**config.mk**
```make
export PLATFORM = sky130hd
export DESIGN_NAME = axis_deadzone_normalizer
export DESIGN_NICKNAME = d
export VERILOG_FILES = /design/src/hdl/adn_pkg.sv /design/src/hdl/adn_fifo.sv /design/src/hdl/adn_front.sv /design/src/hdl/adn_back.sv /design/src/hdl/axis_deadzone_normalizer.sv
export SDC_FILE = /design/constraint.sdc
export NUM_CORES = 2
export LEC_CHECK = 0
export BUFFER_PORTS_ARGS = -buffer_cell sky130_fd_sc_hd__buf_2
export CAP_MARGIN = 20
export CORE_MARGIN = 5
export CORE_UTILIZATION = 45
export DETAILED_ROUTE_END_ITERATION = 12
export PLACE_DENSITY = 0.69
export SLEW_MARGIN = 25
export SYNTH_ARGS = -nofsm -noshare
export SYNTH_HDL_FRONTEND = slang
export SYNTH_SLANG_ARGS = --single-unit
export TNS_END_PERCENT = 30
```
**constraint.sdc**
```tcl
create_clock -name clk -period 5.9 [get_ports clk]
set_clock_uncertainty 0.15 [all_clocks]
set_input_delay 1.77 -clock clk [delete_from_list [all_inputs] [get_ports clk]]
set_output_delay 1.77 -clock clk [all_outputs]
set_load 0.1 [all_outputs]
```
**src/hdl/adn_pkg.sv**
```systemverilog
// Shared types and constants for the axis deadzone normalizer.
// Used by the front end, the divider back end and the top level; depends on nothing.
package adn_pkg;

    // Default fraction width of the Q1.F result
    localparam int FRACTION_BITS_DEF = 16;

    // Fixed field widths
    localparam int RAW_W   = 32;   // raw sample, minimum, maximum
    localparam int FLAT_W  = 31;   // deadzone half width
    localparam int MAG_C_W = 33;   // magnitude of the centered value
    localparam int MAG_D_W = 32;   // magnitude of the divisor

    // Queue between front end and back end
    localparam int MID_DEPTH = 8;
    localparam int MID_CNT_W = $clog2(MID_DEPTH) + 1;

    // Configuration register indexes
    typedef enum logic [1:0] {
        REG_AXIS_MINIMUM  = 2'd0,
        REG_AXIS_MAXIMUM  = 2'd1,
        REG_DEADZONE_FLAT = 2'd2,
        REG_TRIGGER_MODE  = 2'd3
    } adn_reg_idx_t;

    localparam int CFG_IDX_W = $bits(adn_reg_idx_t);

    // Configuration registers as seen by the datapath
    typedef struct packed {
        logic [RAW_W-1:0]  axis_minimum;
        logic [RAW_W-1:0]  axis_maximum;
        logic [FLAT_W-1:0] deadzone_flat;
        logic              trigger_mode;
    } adn_cfg_t;

    // Classified request handed from the front end to the divider
    typedef struct packed {
        logic [MAG_C_W-1:0] mag_c;   // |centered value|
        logic [MAG_D_W-1:0] mag_d;   // |divisor|
        logic               neg;     // quotient is negative
        logic               inv;     // divisor is zero
    } adn_work_t;

    localparam int WORK_W = $bits(adn_work_t);

endpackage

```
**src/hdl/adn_fifo.sv**
```systemverilog
// Small first-word-fall-through queue built from a register array.
// Generic; depends on nothing. DEPTH must be a power of two.
module adn_fifo #(
    parameter int WIDTH = 8,
    parameter int DEPTH = 8,
    localparam int PTR_W = $clog2(DEPTH),
    localparam int CNT_W = $clog2(DEPTH) + 1
) (
    input  logic             clk,
    input  logic             rst_n,
    input  logic             push,
    input  logic [WIDTH-1:0] push_data,
    input  logic             pop,
    output logic [WIDTH-1:0] pop_data,
    output logic [CNT_W-1:0] count
);

    logic [WIDTH-1:0] mem_reg [DEPTH];
    logic [PTR_W-1:0] wr_ptr_reg, wr_ptr_next;
    logic [PTR_W-1:0] rd_ptr_reg, rd_ptr_next;
    logic [CNT_W-1:0] count_reg, count_next;

    // Advance pointers and occupancy
    always_comb
    begin
        wr_ptr_next = push ? wr_ptr_reg + PTR_W'(1) : wr_ptr_reg;
        rd_ptr_next = pop ? rd_ptr_reg + PTR_W'(1) : rd_ptr_reg;
        count_next  = count_reg;
        if (push && !pop)
        begin
            count_next = count_reg + CNT_W'(1);
        end
        else if (pop && !push)
        begin
            count_next = count_reg - CNT_W'(1);
        end
    end

    always_ff @(posedge clk or negedge rst_n)
    begin
        if (!rst_n)
        begin
            wr_ptr_reg <= '0;
            rd_ptr_reg <= '0;
            count_reg  <= '0;
        end
        else
        begin
            wr_ptr_reg <= wr_ptr_next;
            rd_ptr_reg <= rd_ptr_next;
            count_reg  <= count_next;
        end
    end

    // Store the pushed request
    always_ff @(posedge clk)
    begin
        if (push)
        begin
            mem_reg[wr_ptr_reg] <= push_data;
        end
    end

    assign pop_data = mem_reg[rd_ptr_reg];
    assign count    = count_reg;

endmodule

```
**src/hdl/adn_front.sv**
```systemverilog
// Front end: accepts raw samples, clamps, applies the deadzone, centers,
// and classifies sign and divisor. Depends on adn_pkg.
module adn_front
    import adn_pkg::*;
(
    input  logic                 clk,
    input  logic                 rst_n,
    input  adn_cfg_t             cfg,
    input  logic                 push,
    input  logic [RAW_W-1:0]     raw_sample,
    output logic                 full,
    input  logic [MID_CNT_W-1:0] mid_count,
    output logic                 work_valid,
    output adn_work_t            work
);

    logic accept;

    logic signed [RAW_W-1:0] raw_s, min_s, max_s;
    logic signed [RAW_W-1:0] clamp_v;
    logic signed [RAW_W:0]   v_ext, flat_s;
    logic signed [RAW_W:0]   span, span_adj, half_full;

    logic signed [RAW_W-1:0] half_reg, half_next;

    logic                    s1_vld_reg;
    logic signed [RAW_W-1:0] s1_v_reg, s1_v_next;

    logic                    s2_vld_reg;
    logic signed [RAW_W+1:0] s2_c_reg, s2_c_next;
    logic signed [RAW_W:0]   s2_d_reg, s2_d_next;

    logic                    s3_vld_reg;
    adn_work_t               s3_reg, s3_next;
    logic signed [RAW_W+1:0] c_abs;
    logic signed [RAW_W:0]   d_abs;

    logic [MID_CNT_W-1:0]    inflight;

    // Hold off when the queue cannot take everything already in flight
    assign inflight = MID_CNT_W'(s1_vld_reg) + MID_CNT_W'(s2_vld_reg)
                    + MID_CNT_W'(s3_vld_reg);
    assign full     = (mid_count + inflight) >= MID_CNT_W'(MID_DEPTH);
    assign accept   = push && !full;

    assign raw_s = $signed(raw_sample);
    assign min_s = $signed(cfg.axis_minimum);
    assign max_s = $signed(cfg.axis_maximum);

    // Derive the half span from the limits, truncated toward zero
    always_comb
    begin
        span      = {max_s[RAW_W-1], max_s} - {min_s[RAW_W-1], min_s};
        span_adj  = span + $signed({{RAW_W{1'b0}}, span[RAW_W]});
        half_full = span_adj >>> 1;
        half_next = half_full[RAW_W-1:0];
    end

    // Clamp against maximum first, then minimum; zero inside the deadzone
    always_comb
    begin
        if (raw_s > max_s)
        begin
            clamp_v = max_s;
        end
        else if (raw_s < min_s)
        begin
            clamp_v = min_s;
        end
        else
        begin
            clamp_v = raw_s;
        end
        v_ext  = {clamp_v[RAW_W-1], clamp_v};
        flat_s = $signed({2'b00, cfg.deadzone_flat});
        if ((v_ext > -flat_s) && (v_ext < flat_s))
        begin
            s1_v_next = '0;
        end
        else
        begin
            s1_v_next = clamp_v;
        end
    end

    // Center on the half span and pick the divisor by sign
    always_comb
    begin
        s2_c_next = {{2{s1_v_reg[RAW_W-1]}}, s1_v_reg}
                  - {{2{max_s[RAW_W-1]}}, max_s}
                  + {{2{half_reg[RAW_W-1]}}, half_reg};
        if (s2_c_next[RAW_W+1])
        begin
            s2_d_next = {half_reg[RAW_W-1], half_reg} + (RAW_W+1)'(1);
        end
        else
        begin
            s2_d_next = {half_reg[RAW_W-1], half_reg};
        end
    end

    // Split into magnitudes and a result sign
    always_comb
    begin
        c_abs         = s2_c_reg[RAW_W+1] ? -s2_c_reg : s2_c_reg;
        d_abs         = s2_d_reg[RAW_W] ? -s2_d_reg : s2_d_reg;
        s3_next.mag_c = c_abs[MAG_C_W-1:0];
        s3_next.mag_d = d_abs[MAG_D_W-1:0];
        s3_next.neg   = s2_c_reg[RAW_W+1] ^ s2_d_reg[RAW_W];
        s3_next.inv   = (s2_d_reg == '0);
    end

    // Advance the stage valid bits
    always_ff @(posedge clk or negedge rst_n)
    begin
        if (!rst_n)
        begin
            s1_vld_reg <= 1'b0;
            s2_vld_reg <= 1'b0;
            s3_vld_reg <= 1'b0;
        end
        else
        begin
            s1_vld_reg <= accept;
            s2_vld_reg <= s1_vld_reg;
            s3_vld_reg <= s2_vld_reg;
        end
    end

    // Stage payload
    always_ff @(posedge clk)
    begin
        half_reg <= half_next;
        s1_v_reg <= s1_v_next;
        s2_c_reg <= s2_c_next;
        s2_d_reg <= s2_d_next;
        s3_reg   <= s3_next;
    end

    assign work_valid = s3_vld_reg;
    assign work       = s3_reg;

endmodule

```
**src/hdl/adn_back.sv**
```systemverilog
// Back end: restoring divider, one quotient bit per stage, then saturation,
// sign and trigger mapping into the result queue. Depends on adn_pkg, adn_fifo.
module adn_back
    import adn_pkg::*;
#(
    parameter int FRACTION_BITS = FRACTION_BITS_DEF
) (
    input  logic                       clk,
    input  logic                       rst_n,
    input  logic                       trigger_mode,
    input  logic                       mid_valid,
    output logic                       mid_pop,
    input  adn_work_t                  work,
    input  logic                       pop,
    output logic                       empty,
    output logic [FRACTION_BITS+1:0]   normalized_value,
    output logic                       range_invalid
);

    localparam int OUT_W     = FRACTION_BITS + 2;
    localparam int QUO_W     = FRACTION_BITS + 1;
    localparam int STAGES    = FRACTION_BITS + 1;
    localparam int OUT_DEPTH = 1 << $clog2(FRACTION_BITS + 5);
    localparam int OUT_CNT_W = $clog2(OUT_DEPTH) + 1;
    localparam int REM_W     = MAG_C_W;

    localparam logic [QUO_W-1:0] ONE_Q   = QUO_W'(1) << FRACTION_BITS;
    localparam logic [OUT_W:0]   ONE_EXT = (OUT_W+1)'(1) << FRACTION_BITS;

    typedef struct packed {
        logic [REM_W-1:0]   rem;
        logic [QUO_W-1:0]   quo;
        logic [MAG_D_W-1:0] dvs;
        logic               neg;
        logic               inv;
        logic               sat;
    } div_t;

    logic                 issue;
    logic [OUT_CNT_W-1:0] out_count;
    logic [OUT_CNT_W:0]   committed;

    logic [OUT_CNT_W-1:0] inflight_reg, inflight_next;

    logic                 p0_vld_reg;
    div_t                 p0_reg, p0_next;

    logic                 div_vld_reg [STAGES];
    div_t                 div_reg     [STAGES];
    div_t                 div_in      [STAGES];
    div_t                 div_next    [STAGES];

    logic                 fin_vld_reg;
    logic [OUT_W-1:0]     fin_value_reg, fin_value_next;
    logic                 fin_inv_reg;

    logic [QUO_W-1:0]     mag;
    logic signed [OUT_W-1:0] val;
    logic [OUT_W:0]       tsum;

    logic                 out_pop;
    logic [OUT_W:0]       out_data;

    // Issue only when the result queue has room for all requests in flight
    assign out_pop   = pop && !empty;
    assign committed = (OUT_CNT_W+1)'(out_count) + (OUT_CNT_W+1)'(inflight_reg);
    assign issue     = mid_valid && (committed < (OUT_CNT_W+1)'(OUT_DEPTH));
    assign mid_pop   = issue;

    // Track requests between issue and the result queue
    always_comb
    begin
        inflight_next = inflight_reg;
        if (issue && !fin_vld_reg)
        begin
            inflight_next = inflight_reg + OUT_CNT_W'(1);
        end
        else if (fin_vld_reg && !issue)
        begin
            inflight_next = inflight_reg - OUT_CNT_W'(1);
        end
    end

    // Latch the request and flag quotients that must saturate
    always_comb
    begin
        p0_next.rem = work.mag_c;
        p0_next.quo = '0;
        p0_next.dvs = work.mag_d;
        p0_next.neg = work.neg;
        p0_next.inv = work.inv;
        p0_next.sat = work.mag_c >= {work.mag_d, 1'b0};
    end

    // One restoring step per stage
    for (genvar k = 0; k < STAGES; k++)
    begin : g_div
        logic [REM_W-1:0] trial;
        logic             qbit;

        if (k == 0)
        begin : g_first
            assign div_in[k] = p0_reg;
            assign trial     = div_in[k].rem;
        end
        else
        begin : g_rest
            assign div_in[k] = div_reg[k-1];
            assign trial     = {div_in[k].rem[REM_W-2:0], 1'b0};
        end

        always_comb
        begin
            qbit        = trial >= {1'b0, div_in[k].dvs};
            div_next[k] = div_in[k];
            div_next[k].rem = qbit ? trial - {1'b0, div_in[k].dvs} : trial;
            div_next[k].quo = {div_in[k].quo[QUO_W-2:0], qbit};
        end

        always_ff @(posedge clk or negedge rst_n)
        begin
            if (!rst_n)
            begin
                div_vld_reg[k] <= 1'b0;
            end
            else
            begin
                div_vld_reg[k] <= (k == 0) ? p0_vld_reg : div_vld_reg[k-1 < 0 ? 0 : k-1];
            end
        end

        always_ff @(posedge clk)
        begin
            div_reg[k] <= div_next[k];
        end
    end

    // Saturate, apply sign, map to the trigger range, force zero on a bad range
    always_comb
    begin
        if (div_reg[STAGES-1].sat || (div_reg[STAGES-1].quo > ONE_Q))
        begin
            mag = ONE_Q;
        end
        else
        begin
            mag = div_reg[STAGES-1].quo;
        end
        val  = div_reg[STAGES-1].neg ? -$signed({1'b0, mag}) : $signed({1'b0, mag});
        tsum = {val[OUT_W-1], val} + ONE_EXT;
        if (div_reg[STAGES-1].inv)
        begin
            fin_value_next = '0;
        end
        else if (trigger_mode)
        begin
            fin_value_next = tsum[OUT_W:1];
        end
        else
        begin
            fin_value_next = val;
        end
    end

    always_ff @(posedge clk or negedge rst_n)
    begin
        if (!rst_n)
        begin
            inflight_reg <= '0;
            p0_vld_reg   <= 1'b0;
            fin_vld_reg  <= 1'b0;
        end
        else
        begin
            inflight_reg <= inflight_next;
            p0_vld_reg   <= issue;
            fin_vld_reg  <= div_vld_reg[STAGES-1];
        end
    end

    always_ff @(posedge clk)
    begin
        p0_reg        <= p0_next;
        fin_value_reg <= fin_value_next;
        fin_inv_reg   <= div_reg[STAGES-1].inv;
    end

    // Result queue
    adn_fifo #(
        .WIDTH (OUT_W + 1),
        .DEPTH (OUT_DEPTH)
    ) u_out_fifo (
        .clk       (clk),
        .rst_n     (rst_n),
        .push      (fin_vld_reg),
        .push_data ({fin_value_reg, fin_inv_reg}),
        .pop       (out_pop),
        .pop_data  (out_data),
        .count     (out_count)
    );

    assign empty            = (out_count == '0);
    assign normalized_value = out_data[OUT_W:1];
    assign range_invalid    = out_data[0];

endmodule

```
**src/hdl/axis_deadzone_normalizer.sv**
```systemverilog
// Axis deadzone normalizer top level: configuration registers and the queue
// between front end and divider back end. Depends on adn_pkg, adn_fifo,
// adn_front, adn_back.
//
// Takes one raw signed axis sample per cycle and returns one signed
// Q1.FRACTION_BITS position per sample, in order. Both sides behave as
// queues: push a request while full is low, pop a result while empty is low.
// A sample passes from push through the three-stage front end, the queue
// hop, and the divider, which resolves one quotient bit per pipeline stage,
// before its result is visible.
// Throughput is one sample per cycle as long as results are popped; the
// result queue is sized so that the divider never stalls mid-flight.
// Write configuration only while no sample is in flight. A zero divisor
// gives a value of zero with range_invalid set.
module axis_deadzone_normalizer
    import adn_pkg::*;
#(
    parameter int FRACTION_BITS = FRACTION_BITS_DEF
) (
    input  logic                     clk,
    input  logic                     rst_n,
    input  logic                     cfg_write,
    input  logic [CFG_IDX_W-1:0]     cfg_index,
    input  logic [RAW_W-1:0]         cfg_data,
    input  logic                     push,
    output logic                     full,
    input  logic [RAW_W-1:0]         raw_sample,
    output logic                     empty,
    input  logic                     pop,
    output logic [FRACTION_BITS+1:0] normalized_value,
    output logic                     range_invalid
);

    adn_cfg_t             cfg_reg, cfg_next;

    logic                 work_valid;
    adn_work_t            work_front;
    logic [WORK_W-1:0]    mid_data;
    logic [MID_CNT_W-1:0] mid_count;
    logic                 mid_pop;

    // Decode configuration writes
    always_comb
    begin
        cfg_next = cfg_reg;
        if (cfg_write)
        begin
            case (adn_reg_idx_t'(cfg_index))
                REG_AXIS_MINIMUM:  cfg_next.axis_minimum  = cfg_data;
                REG_AXIS_MAXIMUM:  cfg_next.axis_maximum  = cfg_data;
                REG_DEADZONE_FLAT: cfg_next.deadzone_flat = cfg_data[FLAT_W-1:0];
                REG_TRIGGER_MODE:  cfg_next.trigger_mode  = cfg_data[0];
                default:           cfg_next = cfg_reg;
            endcase
        end
    end

    always_ff @(posedge clk or negedge rst_n)
    begin
        if (!rst_n)
        begin
            cfg_reg.axis_minimum  <= '0;
            cfg_reg.axis_maximum  <= RAW_W'(255);
            cfg_reg.deadzone_flat <= '0;
            cfg_reg.trigger_mode  <= 1'b0;
        end
        else
        begin
            cfg_reg <= cfg_next;
        end
    end

    adn_front u_front (
        .clk        (clk),
        .rst_n      (rst_n),
        .cfg        (cfg_reg),
        .push       (push),
        .raw_sample (raw_sample),
        .full       (full),
        .mid_count  (mid_count),
        .work_valid (work_valid),
        .work       (work_front)
    );

    // Queue between front end and divider
    adn_fifo #(
        .WIDTH (WORK_W),
        .DEPTH (MID_DEPTH)
    ) u_mid_fifo (
        .clk       (clk),
        .rst_n     (rst_n),
        .push      (work_valid),
        .push_data (work_front),
        .pop       (mid_pop),
        .pop_data  (mid_data),
        .count     (mid_count)
    );

    adn_back #(
        .FRACTION_BITS (FRACTION_BITS)
    ) u_back (
        .clk              (clk),
        .rst_n            (rst_n),
        .trigger_mode     (cfg_reg.trigger_mode),
        .mid_valid        (mid_count != '0),
        .mid_pop          (mid_pop),
        .work             (adn_work_t'(mid_data)),
        .pop              (pop),
        .empty            (empty),
        .normalized_value (normalized_value),
        .range_invalid    (range_invalid)
    );

endmodule
```
### After elaboration in Yosys (flattened, before gate mapping)

Memory sizes are Yosys's and may differ from the RTL's.
Cells that the tools add are included.

| cells by class | value |
|---|---|
| order comparisons | 25 |
| bitwise gates (word level) | 1 |
| reduce and logical (&&, ||, !) cells | 28 |
| multiplexer cells | 35 |
| equality and inequality tests | 3 |
| add/subtract/negate cells | 41 |

Operators with widths:

| cell | count |
|---|---|
| 33-bit 2-to-1 mux | 19 |
| 33-bit by 32-bit greater-or-equal comparator with 1-bit output | 17 |
| 33-bit by 32-bit subtractor with 33-bit output | 17 |
| 32-bit 2-to-1 mux | 3 |
| 32-bit by 32-bit subtractor with 33-bit output | 2 |
| 32-bit less-than comparator | 2 |
| 18-bit 2-to-1 mux | 2 |
| 33-bit by 32-bit adder with 34-bit output | 1 |
| 32-bit by 2-bit adder with 33-bit output, second input constant | 1 |
| 33-bit by 2-bit adder with 33-bit output | 1 |
| 33-bit greater-or-equal comparator | 1 |
| 32-bit by 33-bit > comparator with 1-bit output | 1 |
| 33-bit logical NOT | 1 |
| 31-bit negation with 33-bit output | 1 |
| 33-bit negation | 1 |
| 32-bit > comparator | 1 |
| 32-bit negation | 1 |
| 6-bit 2-to-1 mux | 4 |
| 18-bit by 18-bit adder with 19-bit output, second input constant | 1 |
| 17-bit negation with 18-bit output | 1 |
| 17-bit > comparator, second input constant | 1 |
| 17-bit 2-to-1 mux | 1 |
| 6-bit by 1-bit adder with 6-bit output, second input constant | 2 |
| 6-bit by 1-bit subtractor with 6-bit output, second input constant | 2 |
| 23 further kinds | 49 |

| word-level totals | value |
|---|---|
| memories kept | 3 |
| register bits after elaboration | 435 |
| input bits | 71 |
| bits in writable memories | 2589 |

Memory list:

| name | depth | bits a word | read ports | clocked after Yosys merged registers in | write ports | RTL line | text |
|---|---|---|---|---|---|---|---|
| u_back.div_reg | 17 | 85 | 17 | 0 | 17 | adn_back.sv:49 | `div_t div_reg [STAGES];` |
| u_back.u_out_fifo.mem_reg | 32 | 19 | 1 | 0 | 1 | adn_fifo.sv:18 | `logic [WIDTH-1:0] mem_reg [DEPTH];` |
| u_mid_fifo.mem_reg | 8 | 67 | 1 | 0 | 1 | adn_fifo.sv:18 |  |

### Longest topological paths before layout

An unclocked memory read counts as a cell.

| depth | value |
|---|---|
| depth after elaboration | 8 |
| mapped depth | 27 |
| gate-level depth less buffers | 24 |

### Cells and area by module

A second synthesis with hierarchy kept.

| unflattened totals | value |
|---|---|
| cell total of the unflattened synthesis | 10995 |
| area, all modules | 128572.1 um^2 |

By module, submodules not included:

| module | seq. area each (um^2) | area an instance (um^2) | times used | cells each |
|---|---|---|---|---|
| adn_back | 26950.8 | 63123.0 | 1 | 6775 |
| adn_fifo (u_back.u_out_fifo) | 18657.9 | 24058.1 | 1 | 1116 |
| adn_fifo (u_mid_fifo) | 16345.7 | 20913.8 | 1 | 833 |
| adn_front | 4038.9 | 16836.1 | 1 | 2065 |
| axis_deadzone_normalizer | 2412.3 | 3641.0 | 1 | 206 |

### Worst setup path after synthesis

No wires, ideal clock.

| timing | value |
|---|---|
| path type | input to register |
| from | input port raw_sample[25] |
| to | register u_front.s1_v_reg[10] |
| data arrival time | 5.933 ns |
| stages | 22 |
| data required time | 5.613 ns |
| buffers on the path | 3 |
| slack | -0.321 ns |
| cells stage by stage | ha_1 > a21o_1 > a21o_1 > a21o_1 > a21oi_1 > o21ai_0 > a211oi_1 > nand3_1 > nand3_1 > clkbuf_1 > clkbuf_1 > nor2_1 > a21oi_1 > ha_1 > a2111o_1 > a2111oi_0 > o31a_1 > o21ai_0 > a41oi_1 > o31a_1 > clkbuf_1 > a211oi_1 |

| between the ends | value |
|---|---|
| cells in the longest elaborated chain, start to end | 5 |
| elaborated cells on any way between the ends | 7 |

Ends and longest elaborated chain:

| element | RTL line | text |
|---|---|---|
| from (decl) | axis_deadzone_normalizer.sv:27 | `input logic [RAW_W-1:0] raw_sample,` |
| 32-bit less-than comparator | adn_front.sv:66 | `else if (raw_s < min_s)` |
| 32-bit 2-to-1 mux | adn_front.sv:66 |  |
| 32-bit 2-to-1 mux * | adn_front.sv:62 | `if (raw_s > max_s)` |
| named net u_front.clamp_v[29] | adn_front.sv:20 | `logic signed [RAW_W-1:0] clamp_v;` |
| 32-bit by 33-bit > comparator with 1-bit output or 32-bit less-than comparator (tied branches) | adn_front.sv:76 | `if ((v_ext > -flat_s) && (v_ext < flat_s))` |
| 1-bit logical AND * | adn_front.sv:76 |  |
| to (signal assigned) | adn_front.sv:134 | `s1_v_reg <= s1_v_next;` |
| to (decl) | adn_front.sv:27 | `logic signed [RAW_W-1:0] s1_v_reg, s1_v_next;` |

The timed path passes the listed nets; every way through them passes the cells marked *.
A chain may end at the register's enable or synchronous reset.

### Worst setup path after layout

| timing | value |
|---|---|
| from | input port raw_sample[31] |
| to | register u_front.s1_v_reg[13] |

Same word-level chain as after synthesis.

==> results.sh <==
export IMPL_status="complete, no violations"
export IMPL_critPathMaxFanout=10
export IMPL_clkTransAtPathRegs_ns=0.06
export IMPL_grt_usage_pct=20.7
export IMPL_crit_required_ns=6.50
export IMPL_cts_buffer_depth=4
export IMPL_globalplace_congestion=0.901
export IMPL_yosys_area_top_type="edfxtp_1"
export IMPL_synthesis_nets=11440
export IMPL_ys_ff_latch=2807
export IMPL_reg2reg_slack_ns=0.38
export IMPL_final_max_slew_viol_count=0
export IMPL_core_area_sq_mm=0.276
export IMPL_drt_first_pass_iters=6
export IMPL_cp_slowest_cell="nor4_4"
export IMPL_hold_viol=0
export IMPL_grt_pass1_wl_mm=470
export IMPL_route_detailed_drc=0
export IMPL_gr_total_overflow=0
export IMPL_drive_gt1_share_pct=15.0
export IMPL_yosysWarnings=0
export IMPL_slowest_delay_ns=0.32
export IMPL_die_x_um=537
export IMPL_synth_ff_type="dfxtp_1"
export IMPL_holdBufCountCts=0
export IMPL_port_buffers=91
export IMPL_grt_max_degree=95
export IMPL_rows=193
export IMPL_max_cap_violations=0
export IMPL_dieArea_sq_mm=0.288
export IMPL_drt_iter0_drc=5786
export IMPL_fin_crit_ns=5.87
export IMPL_start_util_pct=45.2
export IMPL_largest_reg_flops=1228
export IMPL_postSynthCellCount=10515
export IMPL_yosysSeqAreaShare_pct=54.8
export IMPL_ctsHtreeMaxLevel=5
export IMPL_routed_wl_mm=306
export IMPL_fillers=23503
export IMPL_synth_enable_flop_cells=1144
export IMPL_setup_viol=0
export IMPL_dp_hpwl_mm=218
export IMPL_endpoint_kind="register"
export IMPL_cts_tree="built"
export IMPL_async_flop_share_pct=5.34
export IMPL_cts_root_buf="clkbuf_16"
export IMPL_min_from="u_back.div_reg[12][36]$_DFF_P_"
export IMPL_yosysTopAreaCellShare_pct=27.5
export IMPL_die_h_um=537
export IMPL_ant_nets=0
export IMPL_avgSynthCellArea_sq_um=11.9
export IMPL_fin_nets=11860
export IMPL_yosysUniqueCellTypes=86
export IMPL_synth_area_sq_mm=0.125
export IMPL_maxSlewHeadroom_pct=28.0
export IMPL_vias_per_cell=5.50
export IMPL_clock_sinks=2807
export IMPL_grt_pass1_vias=82458
export IMPL_worst_slew_pin_slew_ns=1.08
export IMPL_r2r_start="cfg_reg[32]$_DFFE_PN1P_"
export IMPL_antenna_found_initial=4
export IMPL_synthTopCellsByArea="edfxtp_1 (28%), dfxtp_1 (24%), ha_1 (8.0%)"
export IMPL_hold_path_end="u_back.div_reg[13][37]$_DFF_P_"
export IMPL_wl_per_cell_um=20.6
export IMPL_dpl_cell_count=14333
export IMPL_area_delta_synth_final_pct=13.9
export IMPL_crit_type="in -> reg"
export IMPL_startpoint_type="input port"
export IMPL_ioPinCount=92
export IMPL_cts_inserted_buffers=290
export IMPL_multi_input_comb_area_sq_mm=0.0525
export IMPL_rsz0062_at_grt="true"
export IMPL_clock_fmax_mhz=170
export IMPL_regArea_sq_mm=0.0684
export IMPL_clock_latency_ns=0.85
export IMPL_cp_data_arrival_time_ns=6.47
export IMPL_crit_reg2reg_capture="u_front.half_reg[25]$_DFF_P_"
export IMPL_route_vias_total=81828
export IMPL_fin_crit_sh_pct=99.5
export IMPL_r2r_cells=24
export IMPL_hold_depth=0
export IMPL_final_cells=14865
export IMPL_min_path_type="reg -> reg"
-- stage by stage --
step	setup TNS [ns]	utilization, %	cell area (sq um)	worst slack, ns	hold WS (ns)
4_1_cts	0	51.1	141000	0.0197	0.163
6_report	0	51.4	142000	0.0304	0.151
2_1_floorplan	0	-	125000	0.0196	0.160
5_1_grt	-0.576	51.4	142000	-0.0701	0.163
3_5_place_dp	-31.22	47.6	132000	-1.03	0.162
3_3_place_gp	-34.37	47.6	132000	-1.09	0.160
-- cells in the mapped netlist (212+ instances only) --
cell type	count
dfxtp_1	1513
edfxtp_1	1144
inv_1	1004
ha_1	801
a21oi_1	716
nor2_1	639
nand2_1	540
xnor2_1	454
o21ai_0	444
mux4_2	324
a21o_1	297
mux2_2	278
clkbuf_1	212
-- layer usage --
layer  routed length [um]  vias up  global-route usage, %  share of wire, %
li1                     -    38694                      -                 -
met1               127000    40087                   26.0                42
met2               152000     2404                   36.7                50
met3                14600      643                   2.63               4.8
met4                11300        0                   7.13               3.7
met5                    0        -                      0                 0
-- layout by cell type, fill, tap and decap left out, types with 40 or more instances in the layout --
cell type / count
mux2_2: 278
dfrtp_1: 135
and2_1: 41
xor2_1: 192
buf_2: 89
a21oi_1: 697
edfxtp_1: 1144
nor3_1: 138
nand2_1: 540
mux2i_1: 74
buf_4: 270
nand3_1: 147
nand4_1: 108
a31oi_1: 62
clkbuf_16: 306
o21ai_0: 435
and3_1: 61
clkbuf_8: 42
mux4_2: 324
inv_1: 1004
a211oi_1: 40
nor2_1: 589
clkbuf_1: 57
xnor2_1: 454
a21o_1: 297
nor2b_1: 112
o31ai_1: 57
o21a_1: 94
or3_1: 52
fa_1: 53
dfxtp_1: 1499
nor4_1: 40
nand2b_1: 97
ha_1: 795
o21bai_1: 74
-- timing repair --
action	CTS	global route
resized for setup	8	127
pin swaps	3	31
setup buffers	1	9
gates cloned	0	6
endpoints found under the setup margin	43	36
-- worst max-delay path, delay by kind of cell --
family	cells	cell delay [ns]
AO/OA/AOI/OAI	8	1.22
adder cells (fa/ha/maj)	2	0.60
buffers and inverters	10	1.55
AND/OR/NAND/NOR	7	1.30
-- layout make-up --
type / instances / area share, %
clock buffers: 407 / 5.89
multi-input cells: 6438 / 36.9
repair buffers: 391 / 2.16
well taps: 3705 / 3.26
clock inverters: 107 / 0.898
diodes: 3 / 0.00528
flip-flops and latches: 2807 / 48.2
inverters: 1007 / 2.66
-- logic make-up (layout without fill, tap and decap cells) --
| logic type | after synthesis | in the layout | share of synthesized area, % |
|---|---|---|---|
| flip-flops | 2807 | 2807 | 54.8 |
| AO/OA/AOI/OAI | 2133 | 2133 | 10.7 |
| AND/OR/NAND/NOR | 2124 | 2124 | 8.19 |
| buffers and inverters | 1270 | 1912 | 3.82 |
| adder cells (fa/ha/maj) | 854 | 854 | 8.88 |
| multiplexers | 681 | 681 | 8.99 |
| XOR/XNOR | 646 | 646 | 4.54 |
| other | 0 | 3 | 0 |
-- worst max-delay path by stage --
stage / start / end / cells past startpoint
after floorplan: raw_sample[25] / u_front.s1_v_reg[10]$_SDFF_PP0_ / 22
after global placement: raw_sample[25] / u_front.s1_v_reg[30]$_SDFF_PP0_ / 27
after detailed placement: raw_sample[25] / u_front.s1_v_reg[17]$_SDFF_PP0_ / 29
after CTS: raw_sample[25] / u_front.s1_v_reg[17]$_SDFF_PP0_ / 27
after global routing: raw_sample[23] / u_front.s1_v_reg[13]$_SDFF_PP0_ / 26
final: raw_sample[31] / u_front.s1_v_reg[13]$_SDFF_PP0_ / 27
Power is left out: the tool's default activity adds up to more than one toggle a clock period on the data nets, which glitch-free logic cannot reach.
